===== config.mk =====
export PLATFORM = sky130hd
export DESIGN_NAME = dkim_body_canonicalizer
export DESIGN_NICKNAME = d
export VERILOG_FILES = /design/src/hw/rtl/dkbc_pkg.sv /design/src/hw/rtl/dkim_body_canonicalizer.sv /design/src/hw/rtl/dkbc_front.sv /design/src/hw/rtl/dkbc_queue.sv /design/src/hw/rtl/dkbc_back.sv
export VERILOG_INCLUDE_DIRS = /design/src /design/src/hw/rtl
export SDC_FILE = /design/constraint.sdc
export NUM_CORES = 1
export LEC_CHECK = 0
export BUFFER_PORTS_ARGS = -buffer_cell sky130_fd_sc_hd__buf_2
export CAP_MARGIN = 5
export CELL_PAD_IN_SITES_DETAIL_PLACEMENT = 1
export CELL_PAD_IN_SITES_GLOBAL_PLACEMENT = 2
export CORE_ASPECT_RATIO = 0.75
export CORE_MARGIN = 2
export CORE_UTILIZATION = 47
export CTS_CLUSTER_SIZE = 12
export DETAILED_ROUTE_END_ITERATION = 16
export GPL_TIMING_DRIVEN = 0
export HOLD_SLACK_MARGIN = 0.15
export PLACE_DENSITY_LB_ADDON = 0.1
export SYNTH_ARGS = -nofsm -noshare
export SYNTH_HDL_FRONTEND = slang
export SYNTH_SLANG_ARGS = --single-unit

===== constraint.sdc =====
create_clock -name clk -period 8.42 [get_ports clk]
set_input_delay 1.263 -clock clk [delete_from_list [all_inputs] [get_ports clk]]
set_output_delay 1.263 -clock clk [all_outputs]
set_load 0.005 [all_outputs]

===== src/hw/rtl/dkim_body_canonicalizer_defines.svh =====
// Assertion macros for the DKIM body canonicalizer.
`ifndef DKIM_BODY_CANONICALIZER_DEFINES_SVH
`define DKIM_BODY_CANONICALIZER_DEFINES_SVH

// Same-cycle implication, disabled during reset.
`define DKBC_ASSERT_IMPLIES(label, clk, rst_n, cond, prop, msg) \
    label: assert property (@(posedge clk) disable iff (!rst_n) (cond) |-> (prop)) \
        else $error(msg);

// Next-cycle implication, disabled during reset.
`define DKBC_ASSERT_NEXT(label, clk, rst_n, cond, prop, msg) \
    label: assert property (@(posedge clk) disable iff (!rst_n) (cond) |=> (prop)) \
        else $error(msg);

`endif


===== src/hw/rtl/dkbc_pkg.sv =====
// Shared types and constants of the DKIM body canonicalizer.
package dkbc_pkg;

    localparam int COUNT_FIELD_W      = 24;
    localparam int RUN_COUNT_BITS_DEF = 24;
    localparam int QUEUE_DEPTH_DEF    = 4;
    localparam int NUM_SLOTS          = 5;

    localparam logic [7:0] CR_BYTE    = 8'h0D;
    localparam logic [7:0] LF_BYTE    = 8'h0A;
    localparam logic [7:0] SPACE_BYTE = 8'h20;
    localparam logic [7:0] TAB_BYTE   = 8'h09;

    localparam int SLOT_RUN   = 0;
    localparam int SLOT_SPACE = 1;
    localparam int SLOT_CR    = 2;
    localparam int SLOT_DATA  = 3;
    localparam int SLOT_CLOSE = 4;

    typedef enum logic [1:0] {
        KIND_BYTE  = 2'd0,
        KIND_RUN   = 2'd1,
        KIND_EMPTY = 2'd2
    } kind_t;

    typedef struct packed {
        logic [NUM_SLOTS-1:0]     mask;
        logic [COUNT_FIELD_W-1:0] count;
        logic [7:0]               data;
        logic                     close_empty;
        logic                     overflow;
    } cmd_t;

endpackage


===== src/hw/rtl/dkim_body_canonicalizer.sv =====
// DKIM body canonicalizer top level: front end, command queue, back end.
// Each result passes through the command queue and the back end's output register.
// Throughput: one input byte per cycle while the queue has room; the back end sends one
// result per cycle while m_tready is high, holding an item until all its results are sent.
// Reset (rst_n low, asynchronous): mode returns to simple, line state, overflow flag,
// queue and output valid flag clear.
module dkim_body_canonicalizer
    import dkbc_pkg::*;
#(
    parameter int RUN_COUNT_BITS = RUN_COUNT_BITS_DEF,
    parameter int QUEUE_DEPTH    = QUEUE_DEPTH_DEF
)
(
    input  logic        clk,
    input  logic        rst_n,
    input  logic        cfg_wr_en,
    input  logic        cfg_wr_data,
    input  logic        s_tvalid,
    output logic        s_tready,
    input  logic [7:0]  s_tdata,    // [7:0] data_byte
    input  logic        s_tuser,    // [0] has_byte
    input  logic        s_tlast,
    output logic        m_tvalid,
    input  logic        m_tready,
    output logic [39:0] m_tdata,    // [7:0] out_byte, [31:8] crlf_count, [32] run_overflow
    output logic [1:0]  m_tuser,    // [1:0] kind
    output logic        m_tlast
);

    `include "dkim_body_canonicalizer_defines.svh"

    cmd_t        push_cmd, head_cmd;
    logic        push, pop, q_full, q_empty;
    logic [7:0]  out_byte;
    logic [23:0] crlf_count;
    logic        run_overflow;

    dkbc_front #(
        .RUN_COUNT_BITS (RUN_COUNT_BITS)
    ) u_front (
        .clk         (clk),
        .rst_n       (rst_n),
        .cfg_wr_en   (cfg_wr_en),
        .cfg_wr_data (cfg_wr_data),
        .in_valid    (s_tvalid),
        .in_ready    (s_tready),
        .data_byte   (s_tdata),
        .has_byte    (s_tuser),
        .end_of_body (s_tlast),
        .q_full      (q_full),
        .push        (push),
        .cmd         (push_cmd)
    );

    dkbc_queue #(
        .DEPTH (QUEUE_DEPTH)
    ) u_queue (
        .clk    (clk),
        .rst_n  (rst_n),
        .push   (push),
        .wr_cmd (push_cmd),
        .pop    (pop),
        .head   (head_cmd),
        .full   (q_full),
        .empty  (q_empty)
    );

    dkbc_back u_back (
        .clk          (clk),
        .rst_n        (rst_n),
        .head         (head_cmd),
        .q_empty      (q_empty),
        .pop          (pop),
        .out_valid    (m_tvalid),
        .out_ready    (m_tready),
        .kind         (m_tuser),
        .out_byte     (out_byte),
        .crlf_count   (crlf_count),
        .run_overflow (run_overflow),
        .last         (m_tlast)
    );

    assign m_tdata = {7'd0, run_overflow, crlf_count, out_byte};

    `DKBC_ASSERT_IMPLIES(a_close_not_byte, clk, rst_n, m_tvalid && m_tlast, m_tuser != KIND_BYTE, "closing result carries a byte")
    `DKBC_ASSERT_IMPLIES(a_empty_is_last, clk, rst_n, m_tvalid && (m_tuser == KIND_EMPTY), m_tlast, "empty marker not last")
    `DKBC_ASSERT_IMPLIES(a_run_nonzero, clk, rst_n, m_tvalid && (m_tuser == KIND_RUN), crlf_count != 24'd0, "empty CRLF run")
    `DKBC_ASSERT_NEXT(a_overflow_sticky, clk, rst_n, m_tvalid && m_tready && run_overflow, !m_tvalid || run_overflow, "overflow flag cleared")

endmodule


===== src/hw/rtl/dkbc_front.sv =====
// Front end: accepts body bytes, tracks line and whitespace state, builds result commands.
module dkbc_front
    import dkbc_pkg::*;
#(
    parameter int RUN_COUNT_BITS = RUN_COUNT_BITS_DEF
)
(
    input  logic       clk,
    input  logic       rst_n,
    input  logic       cfg_wr_en,
    input  logic       cfg_wr_data,
    input  logic       in_valid,
    output logic       in_ready,
    input  logic [7:0] data_byte,
    input  logic       has_byte,
    input  logic       end_of_body,
    input  logic       q_full,
    output logic       push,
    output cmd_t       cmd
);

    localparam int HELD_W = (RUN_COUNT_BITS < COUNT_FIELD_W) ? RUN_COUNT_BITS : COUNT_FIELD_W;

    logic              mode_reg;
    logic              space_reg, space_next;
    logic              cr_reg, cr_next;
    logic              seen_reg, seen_next;
    logic              ovf_reg, ovf_next;
    logic [HELD_W-1:0] held_reg, held_next;

    logic accept;
    logic is_cr, is_lf, is_ws;
    logic lf_pair, flush_cr, ordinary, data_out, emits, sat;

    assign in_ready = !q_full;
    assign accept   = in_valid && in_ready;

    always_comb
    begin
        is_cr    = (data_byte == CR_BYTE);
        is_lf    = (data_byte == LF_BYTE);
        is_ws    = mode_reg && ((data_byte == SPACE_BYTE) || (data_byte == TAB_BYTE));
        lf_pair  = has_byte && is_lf && cr_reg;
        flush_cr = cr_reg && ((has_byte && !lf_pair) || (!has_byte && end_of_body));
        ordinary = has_byte && !lf_pair && !is_cr && !is_ws;
        data_out = ordinary || (has_byte && is_cr && end_of_body);
        emits    = flush_cr || data_out;
        sat      = &held_reg;
        ovf_next = ovf_reg || (lf_pair && sat);

        cmd.mask                = '0;
        cmd.mask[SLOT_RUN]      = emits && (held_reg != '0);
        cmd.mask[SLOT_SPACE]    = emits && space_reg;
        cmd.mask[SLOT_CR]       = flush_cr;
        cmd.mask[SLOT_DATA]     = data_out;
        cmd.mask[SLOT_CLOSE]    = end_of_body;
        cmd.count               = COUNT_FIELD_W'(held_reg);
        cmd.data                = data_byte;
        cmd.close_empty         = mode_reg && !(seen_reg || emits);
        cmd.overflow            = ovf_next;

        if (end_of_body)
        begin
            space_next = 1'b0;
            cr_next    = 1'b0;
            seen_next  = 1'b0;
            held_next  = '0;
        end
        else
        begin
            cr_next    = has_byte ? is_cr : cr_reg;
            seen_next  = seen_reg || emits;
            if (has_byte && is_ws)
                space_next = 1'b1;
            else if (lf_pair || emits)
                space_next = 1'b0;
            else
                space_next = space_reg;
            if (lf_pair)
                held_next = sat ? held_reg : held_reg + HELD_W'(1);
            else if (emits)
                held_next = '0;
            else
                held_next = held_reg;
        end
    end

    assign push = accept && (cmd.mask != '0);

    always_ff @(posedge clk or negedge rst_n)
    begin
        if (!rst_n)
        begin
            mode_reg  <= 1'b0;
            space_reg <= 1'b0;
            cr_reg    <= 1'b0;
            seen_reg  <= 1'b0;
            ovf_reg   <= 1'b0;
            held_reg  <= '0;
        end
        else
        begin
            if (cfg_wr_en)
                mode_reg <= cfg_wr_data;
            if (accept)
            begin
                space_reg <= space_next;
                cr_reg    <= cr_next;
                seen_reg  <= seen_next;
                ovf_reg   <= ovf_next;
                held_reg  <= held_next;
            end
        end
    end

endmodule


===== src/hw/rtl/dkbc_queue.sv =====
// Command queue between front and back end, shifting toward the head.
module dkbc_queue
    import dkbc_pkg::*;
#(
    parameter int DEPTH = QUEUE_DEPTH_DEF
)
(
    input  logic clk,
    input  logic rst_n,
    input  logic push,
    input  cmd_t wr_cmd,
    input  logic pop,
    output cmd_t head,
    output logic full,
    output logic empty
);

    localparam int CNT_W = $clog2(DEPTH + 1);

    cmd_t             entry_reg [DEPTH];
    logic [CNT_W-1:0] count_reg;
    logic [CNT_W-1:0] wr_pos;

    assign head   = entry_reg[0];
    assign full   = (count_reg == CNT_W'(DEPTH));
    assign empty  = (count_reg == '0);
    assign wr_pos = pop ? count_reg - CNT_W'(1) : count_reg;

    always_ff @(posedge clk)
    begin
        for (int i = 0; i < DEPTH - 1; i++)
        begin
            if (push && (wr_pos == CNT_W'(i)))
                entry_reg[i] <= wr_cmd;
            else if (pop)
                entry_reg[i] <= entry_reg[i+1];
        end
        if (push && (wr_pos == CNT_W'(DEPTH - 1)))
            entry_reg[DEPTH-1] <= wr_cmd;
    end

    always_ff @(posedge clk or negedge rst_n)
    begin
        if (!rst_n)
            count_reg <= '0;
        else if (push && !pop)
            count_reg <= count_reg + CNT_W'(1);
        else if (pop && !push)
            count_reg <= count_reg - CNT_W'(1);
    end

endmodule


===== src/hw/rtl/dkbc_back.sv =====
// Back end: expands each command into result transfers through the output register.
module dkbc_back
    import dkbc_pkg::*;
(
    input  logic        clk,
    input  logic        rst_n,
    input  cmd_t        head,
    input  logic        q_empty,
    output logic        pop,
    output logic        out_valid,
    input  logic        out_ready,
    output logic [1:0]  kind,
    output logic [7:0]  out_byte,
    output logic [23:0] crlf_count,
    output logic        run_overflow,
    output logic        last
);

    cmd_t                 cur_reg;
    cmd_t                 cur_next;
    cmd_t                 src;
    logic                 from_q;
    logic [NUM_SLOTS-1:0] src_mask, rest;
    logic                 out_free, fire;
    kind_t                kind_next;
    logic [7:0]           byte_next;
    logic [23:0]          count_next;
    logic                 last_next;

    logic                 valid_reg;
    kind_t                kind_reg;
    logic [7:0]           byte_reg;
    logic [23:0]          count_reg;
    logic                 ovf_reg;
    logic                 last_reg;

    always_comb
    begin
        from_q     = (cur_reg.mask == '0);
        src        = from_q ? head : cur_reg;
        src_mask   = from_q ? (q_empty ? '0 : head.mask) : cur_reg.mask;
        out_free   = !valid_reg || out_ready;
        fire       = out_free && (src_mask != '0);
        pop        = fire && from_q;
        rest       = src_mask;
        kind_next  = KIND_BYTE;
        byte_next  = '0;
        count_next = '0;
        last_next  = 1'b0;
        if (src_mask[SLOT_RUN])
        begin
            rest[SLOT_RUN] = 1'b0;
            kind_next      = KIND_RUN;
            count_next     = src.count;
        end
        else if (src_mask[SLOT_SPACE])
        begin
            rest[SLOT_SPACE] = 1'b0;
            byte_next        = SPACE_BYTE;
        end
        else if (src_mask[SLOT_CR])
        begin
            rest[SLOT_CR] = 1'b0;
            byte_next     = CR_BYTE;
        end
        else if (src_mask[SLOT_DATA])
        begin
            rest[SLOT_DATA] = 1'b0;
            byte_next       = src.data;
        end
        else
        begin
            rest[SLOT_CLOSE] = 1'b0;
            kind_next        = src.close_empty ? KIND_EMPTY : KIND_RUN;
            count_next       = src.close_empty ? 24'd0 : 24'd1;
            last_next        = 1'b1;
        end
        cur_next      = src;
        cur_next.mask = rest;
    end

    always_ff @(posedge clk or negedge rst_n)
    begin
        if (!rst_n)
        begin
            cur_reg   <= '0;
            valid_reg <= 1'b0;
        end
        else
        begin
            if (fire)
                cur_reg <= cur_next;
            if (out_free)
                valid_reg <= fire;
        end
    end

    always_ff @(posedge clk)
    begin
        if (fire)
        begin
            kind_reg  <= kind_next;
            byte_reg  <= byte_next;
            count_reg <= count_next;
            ovf_reg   <= src.overflow;
            last_reg  <= last_next;
        end
    end

    assign out_valid    = valid_reg;
    assign kind         = kind_reg;
    assign out_byte     = byte_reg;
    assign crlf_count   = count_reg;
    assign run_overflow = ovf_reg;
    assign last         = last_reg;

endmodule

# Word level (Yosys, flattened, before mapping)
# Memories as Yosys holds them, arrays and structs flattened.
# Cells that the tools add are included.
[classes] n_reduce_logical=61 bitwise=4 mul=0 muxes=54 n_addsub=3 order_cmp=0 n_eq_ne=9 div=0 n_shift=0
[ops] op="24-bit two-way mux" count=8
[ops] op="39-bit two-way mux" count=4
[ops] op="39-bit OR reduction" count=1
[ops] op="34-bit two-way mux" count=1
[ops] op="1-bit two-way mux" count=28
[ops] op="1-bit logical AND" count=25
[ops] op="24-bit by 1-bit adder with 24-bit output (second input constant)" count=1
[ops] op="8-bit by 4-bit == test with 1-bit output (second input constant)" count=3
[ops] op="24-bit AND reduction" count=1
[ops] op="24-bit nonzero test" count=1
[ops] op="6-bit two-way mux" count=3
[ops] op="3-bit two-way mux" count=4
[ops] op="5-bit two-way mux" count=2
[ops] op="5-bit nonzero test" count=2
[ops] op="1-bit zero test" count=9
[ops] op="8-bit by 6-bit == test with 1-bit output (second input constant)" count=1
[ops] op="1-bit logical OR" count=8
[ops] op="4-bit OR reduction" count=2
[ops] op="3-bit by 2-bit == test with 1-bit output (second input constant)" count=2
[ops] op="3-bit zero test" count=2
[ops] op="2-bit two-way mux" count=3
[ops] op="3-bit nonzero test" count=2
[ops] op="5-bit zero test" count=1
[ops] op="4-bit two-way mux" count=1
[ops] op="12 further kinds" count=16
[totals] memories=1 mem_bits_ro=0 latchBits=0 ram_bits=156 register_bits=107 out_inout_bits=45 in_bits=16 wordCells=153
[memory_table] name="u_queue.entry_reg" words=4 word_bits=39 rd=4 rd_clocked_by_memory_dff=0 wr=3 line_no="dkbc_queue.sv:20" text="cmd_t entry_reg [DEPTH];"

# Logic depth before layout (Yosys ltp)
# Gate-level depths: netlist (run 1).
[logic_depth] ltp_word=17 ltp_mapped=13 depth_no_buf=10

# Hierarchy
# Synthesis (run 1) repeated with hierarchy kept, for this count alone.
[unflattened] hier_cells=827 area_unflattened_um2=11785.1
[modules_own_cells] mod="dkbc_queue" cells_each=318 area_per_inst_um2=6443.7 n_inst=1 seq_area_each_um2=4759.6
[modules_own_cells] mod="dkbc_back" cells_each=264 area_per_inst_um2=3261.9 n_inst=1 seq_area_each_um2=2057.0
[modules_own_cells] mod="dkbc_front" cells_each=236 area_per_inst_um2=2015.7 n_inst=1 seq_area_each_um2=725.7
[modules_own_cells] mod="dkim_body_canonicalizer" cells_each=9 area_per_inst_um2=63.8 n_inst=1 seq_area_each_um2=0.0

# Worst setup path after synthesis (run 1)
# OpenSTA, ideal clock, no wires.
[synth_path] kind="input -> register" from="input port s_tlast" to="memory u_queue.entry_reg[0][0] (netlist bit) (enable)" setup_ns=0.494 t_arrival_ns=5.518 n_path_buf=2 path_stages=7 slack_ns=2.408 required_time_ns=7.926 cell_sequence="buf_2 -> or4bb_1 -> a211oi_1 -> nor3_1 -> o31ai_4 -> clkbuf_1 -> o31ai_1"
[synth_lines] element="start, declared" line_no="dkim_body_canonicalizer.sv:22" text="input logic s_tlast,"
[synth_lines] element="end, declared" line_no="dkbc_queue.sv:20"

==> results of run 1 <==
==> cells in the final DEF, fill, tap and decap left out, types with 4 or more instances in the layout <==
master     synthesis  final
edfxtp_1         192    192
nand2_1           75     75
mux2_2            71     71
buf_2              2     54
mux2_1            50     50
dfrtp_1           47     47
clkbuf_1          23     37
and2_1            27     27
clkbuf_16          0     25
a21oi_1           20     20
nor2_1            18     18
o21ai_0           18     18
nand3_1           16     16
buf_4             14     15
nor4_1            12     12
inv_1             11     11
buf_6              7      8
or3_1              8      8
nand4_1            8      8
o31ai_1           10      8
a31oi_1            7      7
conb_1             1      7
nand2b_1           6      6
or4_1              6      6
nor2b_1            6      6
ha_1               6      6
nor3_1             5      5
o211ai_1           5      5
xor2_1             4      4
==> power breakdown <==
part	internal (mW)	switching [mW]
sequential	1.75	0.124
combinational	0.465	0.731
clock	0.591	0.436
==> cells by family (layout without fill, tap and decap cells) <==
logic type / after synthesis / count (layout)
and+or+nand+nor: 210 / 210
other: 1 / 7
xor gates and xnor gates: 7 / 7
buffers and inverters: 61 / 166
AOI/OAI and AO/OA: 79 / 79
DFF: 239 / 239
adders and majority gates: 6 / 6
muxes: 124 / 124
==> metrics by stage <==
| stage | instances | hold WS [ns] | setup WS (ns) | setup TNS (ns) | cell area (um2) |
|---|---|---|---|---|---|
| after floorplan | 733 | 0.4204 | 2.408 | 0 | 10510 |
| after global placement | 1080 | 0.4289 | -0.5973 | -44.56 | 11140 |
| after detailed placement | 1087 | 0.4309 | 3.695 | 0 | 11310 |
| after CTS | 1131 | 0.4453 | 4.192 | 0 | 12050 |
| after global routing | 1132 | 0.4568 | 4.097 | 0 | 12070 |
| final | 1132 | 0.4404 | 4.264 | 0 | 12070 |
==> worst max path at each step <==
stage | start | end | depth (start not counted)
6_report | s_tlast | u_queue.entry_reg[0][64] | 9
3_3_place_gp | s_tlast | u_queue.entry_reg[0][22] | 8
2_1_floorplan | s_tlast | u_queue.entry_reg[0][0] | 7
4_1_cts | s_tlast | u_queue.entry_reg[1][30] | 9
5_1_grt | s_tlast | u_queue.entry_reg[0][64] | 9
3_5_place_dp | s_tlast | u_queue.entry_reg[1][22] | 9
==> per-layer routing <==
metal / wire [um] / vias to the layer above / share of wire / global-route usage
li1: - / 2909 / - / -
met1: 11470 / 3227 / 0.47 / 0.3103
met2: 11130 / 141 / 0.46 / 0.3410
met3: 1264 / 33 / 0.052 / 0.02854
met4: 440 / 0 / 0.018 / 0.04408
met5: 0 / - / 0 / 0
==> critical path, cell delays in order <==
cell and delay (ns):
buf_2 0.09, buf_2 0.22, or4bb_1 0.15, a211oi_1 0.08, nor3_1 0.87, o31ai_4 0.20
clkbuf_1 0.36, o31ai_4 0.83, buf_8 0.28
==> cell type report <==
| class | instances | area (um2) |
|---|---|---|
| multi-input cells | 433 | 3268 |
| fillers | 2158 | 9925 |
| repair buffers | 61 | 411.6 |
| inverters | 12 | 47.55 |
| plain buffers | 49 | 291.5 |
| flip-flops and latches | 239 | 6942 |
| clock buffers | 40 | 691.9 |
| clock inverters | 4 | 48.80 |
| well taps | 294 | 367.9 |
==> flow_metrics.tcl, run 1 <==
set metrics [dict create \
    outcome "finished clean" \
    critPathKind "in2reg" \
    skew_ns 0.01655 \
    max-vdd-ir-drop_mv 0.1701 \
    reg2reg_to "u_queue.entry_reg[0][64]" \
    async_reset_ff_frac 0.1967 \
    grt_usage 0.2118 \
    grt_pass1_vias 6635 \
    hp-class "reg2reg" \
    whs_path_depth 0 \
    die_h_um 133.4 \
    detail_route.wl_per_cell_um 21.47 \
    synth-compound-area-share 0.05357 \
    slew_headroom 0.1686 \
    synth_ff_type "edfxtp_1" \
    synth_common_cells "192 x edfxtp_1, 75 x nand2_1, 71 x mux2_2" \
    grt_max_degree 48 \
    final-setup-viol-count 0 \
    drt_wl_total_um 24300 \
    grt_pass1_wl_um 38110 \
    p_total_mw 4.100 \
    rsz0062_at_grt "no" \
    slew_violations 0 \
    detail-route-antenna-nets 0 \
    min_from "u_front.held_reg[6]" \
    synth_top_area_cell "edfxtp_1" \
    r2r_start "u_queue.count_reg[0]" \
    final_core_util 0.5488 \
    ys_seq_elements 239 \
    area_growth_pct 15.09 \
    htreeDepth 1 \
    synth_xor_area_frac 0.005847 \
    gr-total-overflow 0 \
    netlist_area_mm2 0.01049 \
    core_mm2 0.02199 \
    max_freq_ghz 0.2406 \
    rr_worst_depth 11 \
    cp_max_fo 17 \
    gp_congestion 0.8308 \
    postCtsSetupBuffers 0 \
    layout-drive-gt1-share 0.2411 \
    arrival_ns 4.36 \
    synth-simple-area-share 0.1060 \
    portBuffers 53 \
    cts_buffers 25 \
    num_io_pins 61 \
    synth_edf_count 192 \
    detail_route.vias_per_cell 5.574 \
    worstPathRequired_ns 8.62 \
    dpl.hpwl_um 16540 \
    antenna_cells 0 \
    drc_errors 0 \
    firstDrtPassIters 4 \
    leakage_nw 4.661 \
    finalCritPeriodShare 0.4936 \
    syn-instance-count 727 \
    num_vias 6310 \
    clock_sinks 239 \
    worst_hold_path.endpoint "u_queue.entry_reg[1][55]" \
    cp-end-kind "register" \
    cap_violations 0 \
    start_util 0.4768 \
    yosys_warnings 0 \
    synth.most_common_cell "edfxtp_1" \
    period_needed_ns 4.156 \
    yosys-top-cells-area "edfxtp_1 55%, dfrtp_1 11%, mux2_2 7.6%, mux2_1 5.4%, nand2_1 2.7%" \
    r2r_slack_ns 4.63 \
    finalNetCount 843 \
    synth_top_area_frac 0.5498 \
    die_area_mm2 0.02353 \
    seq_area_frac_synth 0.6620 \
    yosysUniqueCellTypes 56 \
    cts_root_buf "clkbuf_16" \
    final-hold-violation-count 0 \
    clk_latency_ns 0.52 \
    synth_top_family_by_area "multiplexers" \
    hold_buffers 0 \
    largest_register_ffs 156 \
    power_density_mw_per_mm2 339.7 \
    synth_fa_ha_area_frac 0.007159 \
    clkTransAtPathRegs_ns 0.07 \
    cp-start-kind "primary input" \
    worstMarginPinSlew_ns 1.236 \
    drt_iter0_markers 428 \
    cts_tree "yes" \
    cts_resized 0 \
    antenna_found_initial 0 \
    synth.avg_cell_area_um2 14.42 \
    std_cell_rows 47 \
    cts.path.max_buffers 3 \
    synth_mux_area_frac 0.1328 \
    die_w_um 176.5 \
]
No activity file was read; power rests on OpenSTA's default activity.
==> run 2, diff against run 1 <==
Settings changed: CORE_UTILIZATION 47 to 44.
Clock period 8.42 ns to 4.4 ns, I/O delays scaled along.
==> flow_metrics.tcl, run 2 (synthesis gave the netlist of run 1 again) <==
set metrics [dict create \
    clock_sinks 239 \
    max_freq_ghz 0.2591 \
    arrival_ns 4.12 \
    die_w_um 182.3 \
    final_common_cell "edfxtp_1" \
    mostFrequentLayoutCells "192 x edfxtp_1, 75 x nand2_1, 71 x mux2_2" \
    antenna_cells 0 \
    hp-class "in2async" \
    num_io_pins 61 \
    reg2reg_to "u_queue.entry_reg[0][57]" \
    gr-total-overflow 0 \
    htreeDepth 1 \
    placed_area_mm2 0.01130 \
    power.switching_mw 2.475 \
    antenna_found_initial 1 \
    outcome "finished clean" \
    clkPwrFrac 0.248 \
    cp-end-kind "register" \
    grt_max_degree 48 \
    timing.setup.tns_ns 0 \
    netSwitchingFraction 0.3165 \
    seq_power_share 0.460 \
    firstDrtPassIters 4 \
    power_density_mw_per_mm2 646.7 \
    leakage_nw 4.673 \
    num_vias 6277 \
    period_needed_ns 3.859 \
    detail_route.vias_per_cell 5.501 \
    skew_ns 0.01738 \
    crit_path_cell_trace "inv_1, ha_1, nor2b_1, or3_1, a21oi_1, buf_2, inv_1, buf_1, clkbuf_1, o31ai_4, buf_8" \
    drt_iter0_markers 367 \
    area_growth_pct 15.28 \
    postCtsSetupBuffers 0 \
    cellInternalPower_mw 5.343 \
    r2r_slack_ns 0.54 \
    finalNetCount 844 \
    crit_top_cell "inv_1" \
    hold_buffers 0 \
    final-setup-viol-count 0 \
    die_h_um 137.7 \
    cts_tree "yes" \
    design_area_mm2 0.01209 \
    gp_congestion 0.8417 \
    cts_buffers 25 \
    cap_violations 0 \
    detail-route-antenna-nets 0 \
    cp-endpoint "u_queue.entry_reg[0][57]" \
    finalCritPeriodShare 0.8770 \
    cts_resized 0 \
    cts_root_buf "clkbuf_16" \
    critPathKind "reg2reg" \
    rsz0062_at_grt "no" \
    start_util 0.4523 \
    cts.path.max_buffers 3 \
    setup.worst_path.start "u_queue.count_reg[0]" \
    cp_max_fo 16 \
    max-vdd-ir-drop_mv 0.3536 \
    clkTransAtPathRegs_ns 0.06 \
    slowest_stage "clkbuf_1" \
    slew_violations 0 \
    largest_register_ffs 156 \
    grt_usage 0.2014 \
    detail_route.wl_per_cell_um 21.43 \
    clk_latency_ns 0.52 \
    slew_headroom 0.2197 \
    worstMarginPinSlew_ns 1.160 \
    final-hold-violation-count 0 \
    rr_worst_depth 11 \
    std_cell_rows 48 \
    dpl.hpwl_um 16880 \
    portBuffers 53 \
    grt_pass1_wl_um 38680 \
    core_mm2 0.02318 \
    drt_wl_total_um 24450 \
    p_comb_frac 0.292 \
    drc_errors 0 \
    worstPathRequired_ns 4.66 \
    critical_path.max_stage_delay_ns 0.63 \
    die_area_mm2 0.02510 \
    cp-start-kind "register" \
    grt_pass1_vias 6612 \
    layout-drive-gt1-share 0.2449 \
    r2r_start "u_queue.count_reg[0]" \
]
[run 2: final cells by class]
class | count | area (um2)
flip-flops and latches | 239 | 6942
plain buffers | 49 | 291.5
repair buffers | 62 | 420.4
fillers | 2273 | 11090
well taps | 300 | 375.4
inverters | 12 | 47.55
clock inverters | 5 | 28.78
clock buffers | 41 | 715.7
multi-input cells | 433 | 3268
[run 2: power groups by stage]
| stage | registers [mW] | logic [mW] | clock network [mW] |
|---|---|---|---|
| 2_1_floorplan | 3.61 | 1.39 | 0 |
| 3_3_place_gp | 3.69 | 2.07 | 0 |
| 3_5_place_dp | 3.65 | 2.29 | 0 |
| 4_1_cts | 3.61 | 2.31 | 1.99 |
| 5_1_grt | 3.67 | 2.50 | 2.07 |
| 6_report | 3.59 | 2.28 | 1.94 |
[run 2: worst min path at each step]
stage	end	slack, ns	startpoint	depth (start not counted)
4_1_cts	u_queue.entry_reg[1][77]	0.31	s_tlast	1
3_5_place_dp	u_queue.entry_reg[1][51]	0.43	u_front.held_reg[2]	0
6_report	u_back.cur_reg[6]	0.15	rst_n	1
2_1_floorplan	u_back.cur_reg[0]	0.36	rst_n	0
5_1_grt	u_front.seen_reg	0.17	rst_n	1
3_3_place_gp	u_queue.entry_reg[1][55]	0.43	u_front.held_reg[6]	0
[run 2: critical path, delay by kind of cell, from the launching register on]
| kind | cells | cell delay (ns) |
|---|---|---|
| flops | 1 | 0.52 |
| buf+inv | 6 | 1.88 |
| fa+ha+maj | 1 | 0.25 |
| compound gates | 2 | 0.50 |
| simple gates | 2 | 0.43 |
[run 2: metrics by stage]
stage,setup slack [ns],power (mW),util,instances,hold slack (ns)
after global placement,-4.056,5.752,0.4809,1086,0.4286
after floorplan,-1.009,5.000,-,733,0.3644
after detailed placement,0.2389,5.938,0.4876,1093,0.4307
after CTS,0.5088,7.908,0.5198,1139,0.3055
after global routing,0.2792,8.235,0.5215,1141,0.1715
final,0.5411,7.818,0.5215,1141,0.1469
[run 2: routing by layer]
| layer | routed length, um | up-vias | global-route usage |
|---|---|---|---|
| met2 | 11070 | 113 | 0.3187 |
| li1 | - | 2921 | - |
| met1 | 12120 | 3218 | 0.3009 |
| met3 | 855 | 25 | 0.02696 |
| met5 | 0 | - | 0 |
| met4 | 400 | 0 | 0.03808 |
==> run 3, diff against run 2 <==
Settings changed: CAP_MARGIN 5 to 10, CORE_UTILIZATION 44 to 46, CTS_BUF_LIST set to sky130_fd_sc_hd__clkbuf_4 sky130_fd_sc_hd__clkbuf_8, SLEW_MARGIN set to 5.
==> flow_metrics.tcl, run 3 (synthesis gave the netlist of run 1 again) <==
set metrics [dict create \
    nFillCells 2211 \
    finalNetCount 857 \
    std_cell_rows 47 \
    drc_errors 0 \
    portBuffers 53 \
    layout-drive-gt1-share 0.2735 \
    die_w_um 178.3 \
    die_area_mm2 0.02403 \
    cts_tree "yes" \
    dpl.hpwl_um 16680 \
    finalCritPeriodShare 0.8941 \
    power_density_mw_per_mm2 647.5 \
    worstMarginPinSlew_ns 1.147 \
    arrival_ns 4.20 \
    timing.setup.tns_ns 0 \
    postCtsSetupBuffers 0 \
    max_freq_ghz 0.2542 \
    multi_input_area_mm2 0.003268 \
    timing.hold.ws_ns 0.1651 \
    drt_iter0_markers 378 \
    cts.path.max_buffers 3 \
    skew_ns 0.02343 \
    detail_route.wl_per_cell_um 21.34 \
    clkTransAtPathRegs_ns 0.06 \
    grt_pass1_vias 6776 \
    die_h_um 134.8 \
    firstDrtPassIters 5 \
    cp-start-kind "register" \
    critPathBufInv 6 \
    worstPathRequired_ns 4.67 \
    period_needed_ns 3.934 \
    core_mm2 0.02223 \
    mostFrequentLayoutCells "192 x edfxtp_1, 75 x nand2_1, 71 x mux2_2" \
    num_vias 6416 \
    max-vdd-ir-drop_mv 0.2667 \
    slowest_stage "clkbuf_1" \
    grt_usage 0.2174 \
    final-hold-violation-count 0 \
    cp.depth 11 \
    area_growth_pct 15.43 \
    critical_path.max_stage_delay_ns 0.64 \
    cap_violations 0 \
    critPathKind "reg2reg" \
    clock_sinks 239 \
    rr_worst_depth 11 \
    antenna_found_initial 0 \
    grt_max_degree 48 \
    slew_headroom 0.2286 \
    slew_violations 0 \
    crit_top_cell "inv_1" \
    drt_wl_total_um 24710 \
    grt_pass1_wl_um 39420 \
    leakage_nw 4.719 \
    ff_latch_area_mm2 0.006942 \
    cp-end-kind "register" \
    cp_max_fo 15 \
    critPathTopFamily "buffers and inverters" \
    cts_root_buf "clkbuf_8" \
    final-setup-viol-count 0 \
    htreeDepth 2 \
    num_io_pins 61 \
    detail-route-antenna-nets 0 \
    start_util 0.4717 \
    rsz0062_at_grt "no" \
    cts_resized 0 \
    outcome "finished clean" \
    detail_route.vias_per_cell 5.541 \
    gp_congestion 0.8236 \
    crit_path_cell_trace "inv_1, ha_1, nor2b_1, or3_1, a21oi_1, buf_2, inv_1, buf_1, clkbuf_1, o31ai_4, buf_8" \
    cts_buffers 39 \
    hp-class "in2async" \
    gr-total-overflow 0 \
    largest_register_ffs 156 \
    hold_buffers 0 \
    final_common_cell "edfxtp_1" \
    clk_latency_ns 0.53 \
]
==> run 3: worst paths after layout <==
path / startpoint / slack (ns) / to
setup / recovery: u_queue.count_reg[0] / 0.47 / u_queue.entry_reg[0][62]
hold / removal: rst_n / 0.17 / u_back.cur_reg[1]
setup reg to reg: u_queue.count_reg[0] / 0.47 / u_queue.entry_reg[0][62]
hold reg to reg: u_front.held_reg[7] / 0.44 / u_queue.entry_reg[1][56]
max in group asynchronous: rst_n / 3.72 / u_front.held_reg[7]
min in group clk: s_tlast / 0.33 / u_queue.entry_reg[1][77]
==> run 3: area by class of cell <==
cell class                 instances  share of cell area
antenna                            1           0.0002067
buffer                            49             0.02409
clock buffer                      62             0.06016
clock inverter                     7            0.004445
inverter                          12            0.003928
multi-input combinational        433              0.2700
sequential                       239              0.5735
tap                              294             0.03039
timing repair buffer              61             0.03329
==> run 3: per-stage QoR <==
| stage | cell area [um2] | power [mW] | instances | util | setup WS (ns) |
|---|---|---|---|---|---|
| 2_1_floorplan | 10510 | 5.000 | 733 | - | -1.009 |
| 3_3_place_gp | 11140 | 5.739 | 1080 | 0.5012 | -3.986 |
| 3_5_place_dp | 11300 | 5.927 | 1087 | 0.5082 | 0.2165 |
| 4_1_cts | 12080 | 7.920 | 1156 | 0.5434 | 0.4807 |
| 5_1_grt | 12100 | 8.282 | 1157 | 0.5444 | 0.3064 |
| 6_report | 12100 | 7.838 | 1158 | 0.5445 | 0.4660 |
==> run 3: power breakdown <==
part / switching (mW) / internal (mW) / total, mW
registers: 0.243 / 3.35 / 3.60
logic: 1.40 / 0.879 / 2.28
clock network: 0.858 / 1.10 / 1.96
==> run 3: routing by layer <==
metal	up-vias	GRT usage	routed length [um]
met5	-	0	0
met4	0	0.05194	372
met3	33	0.03829	1113
met2	146	0.3366	11210
met1	3296	0.3213	12010
li1	2941	-	-
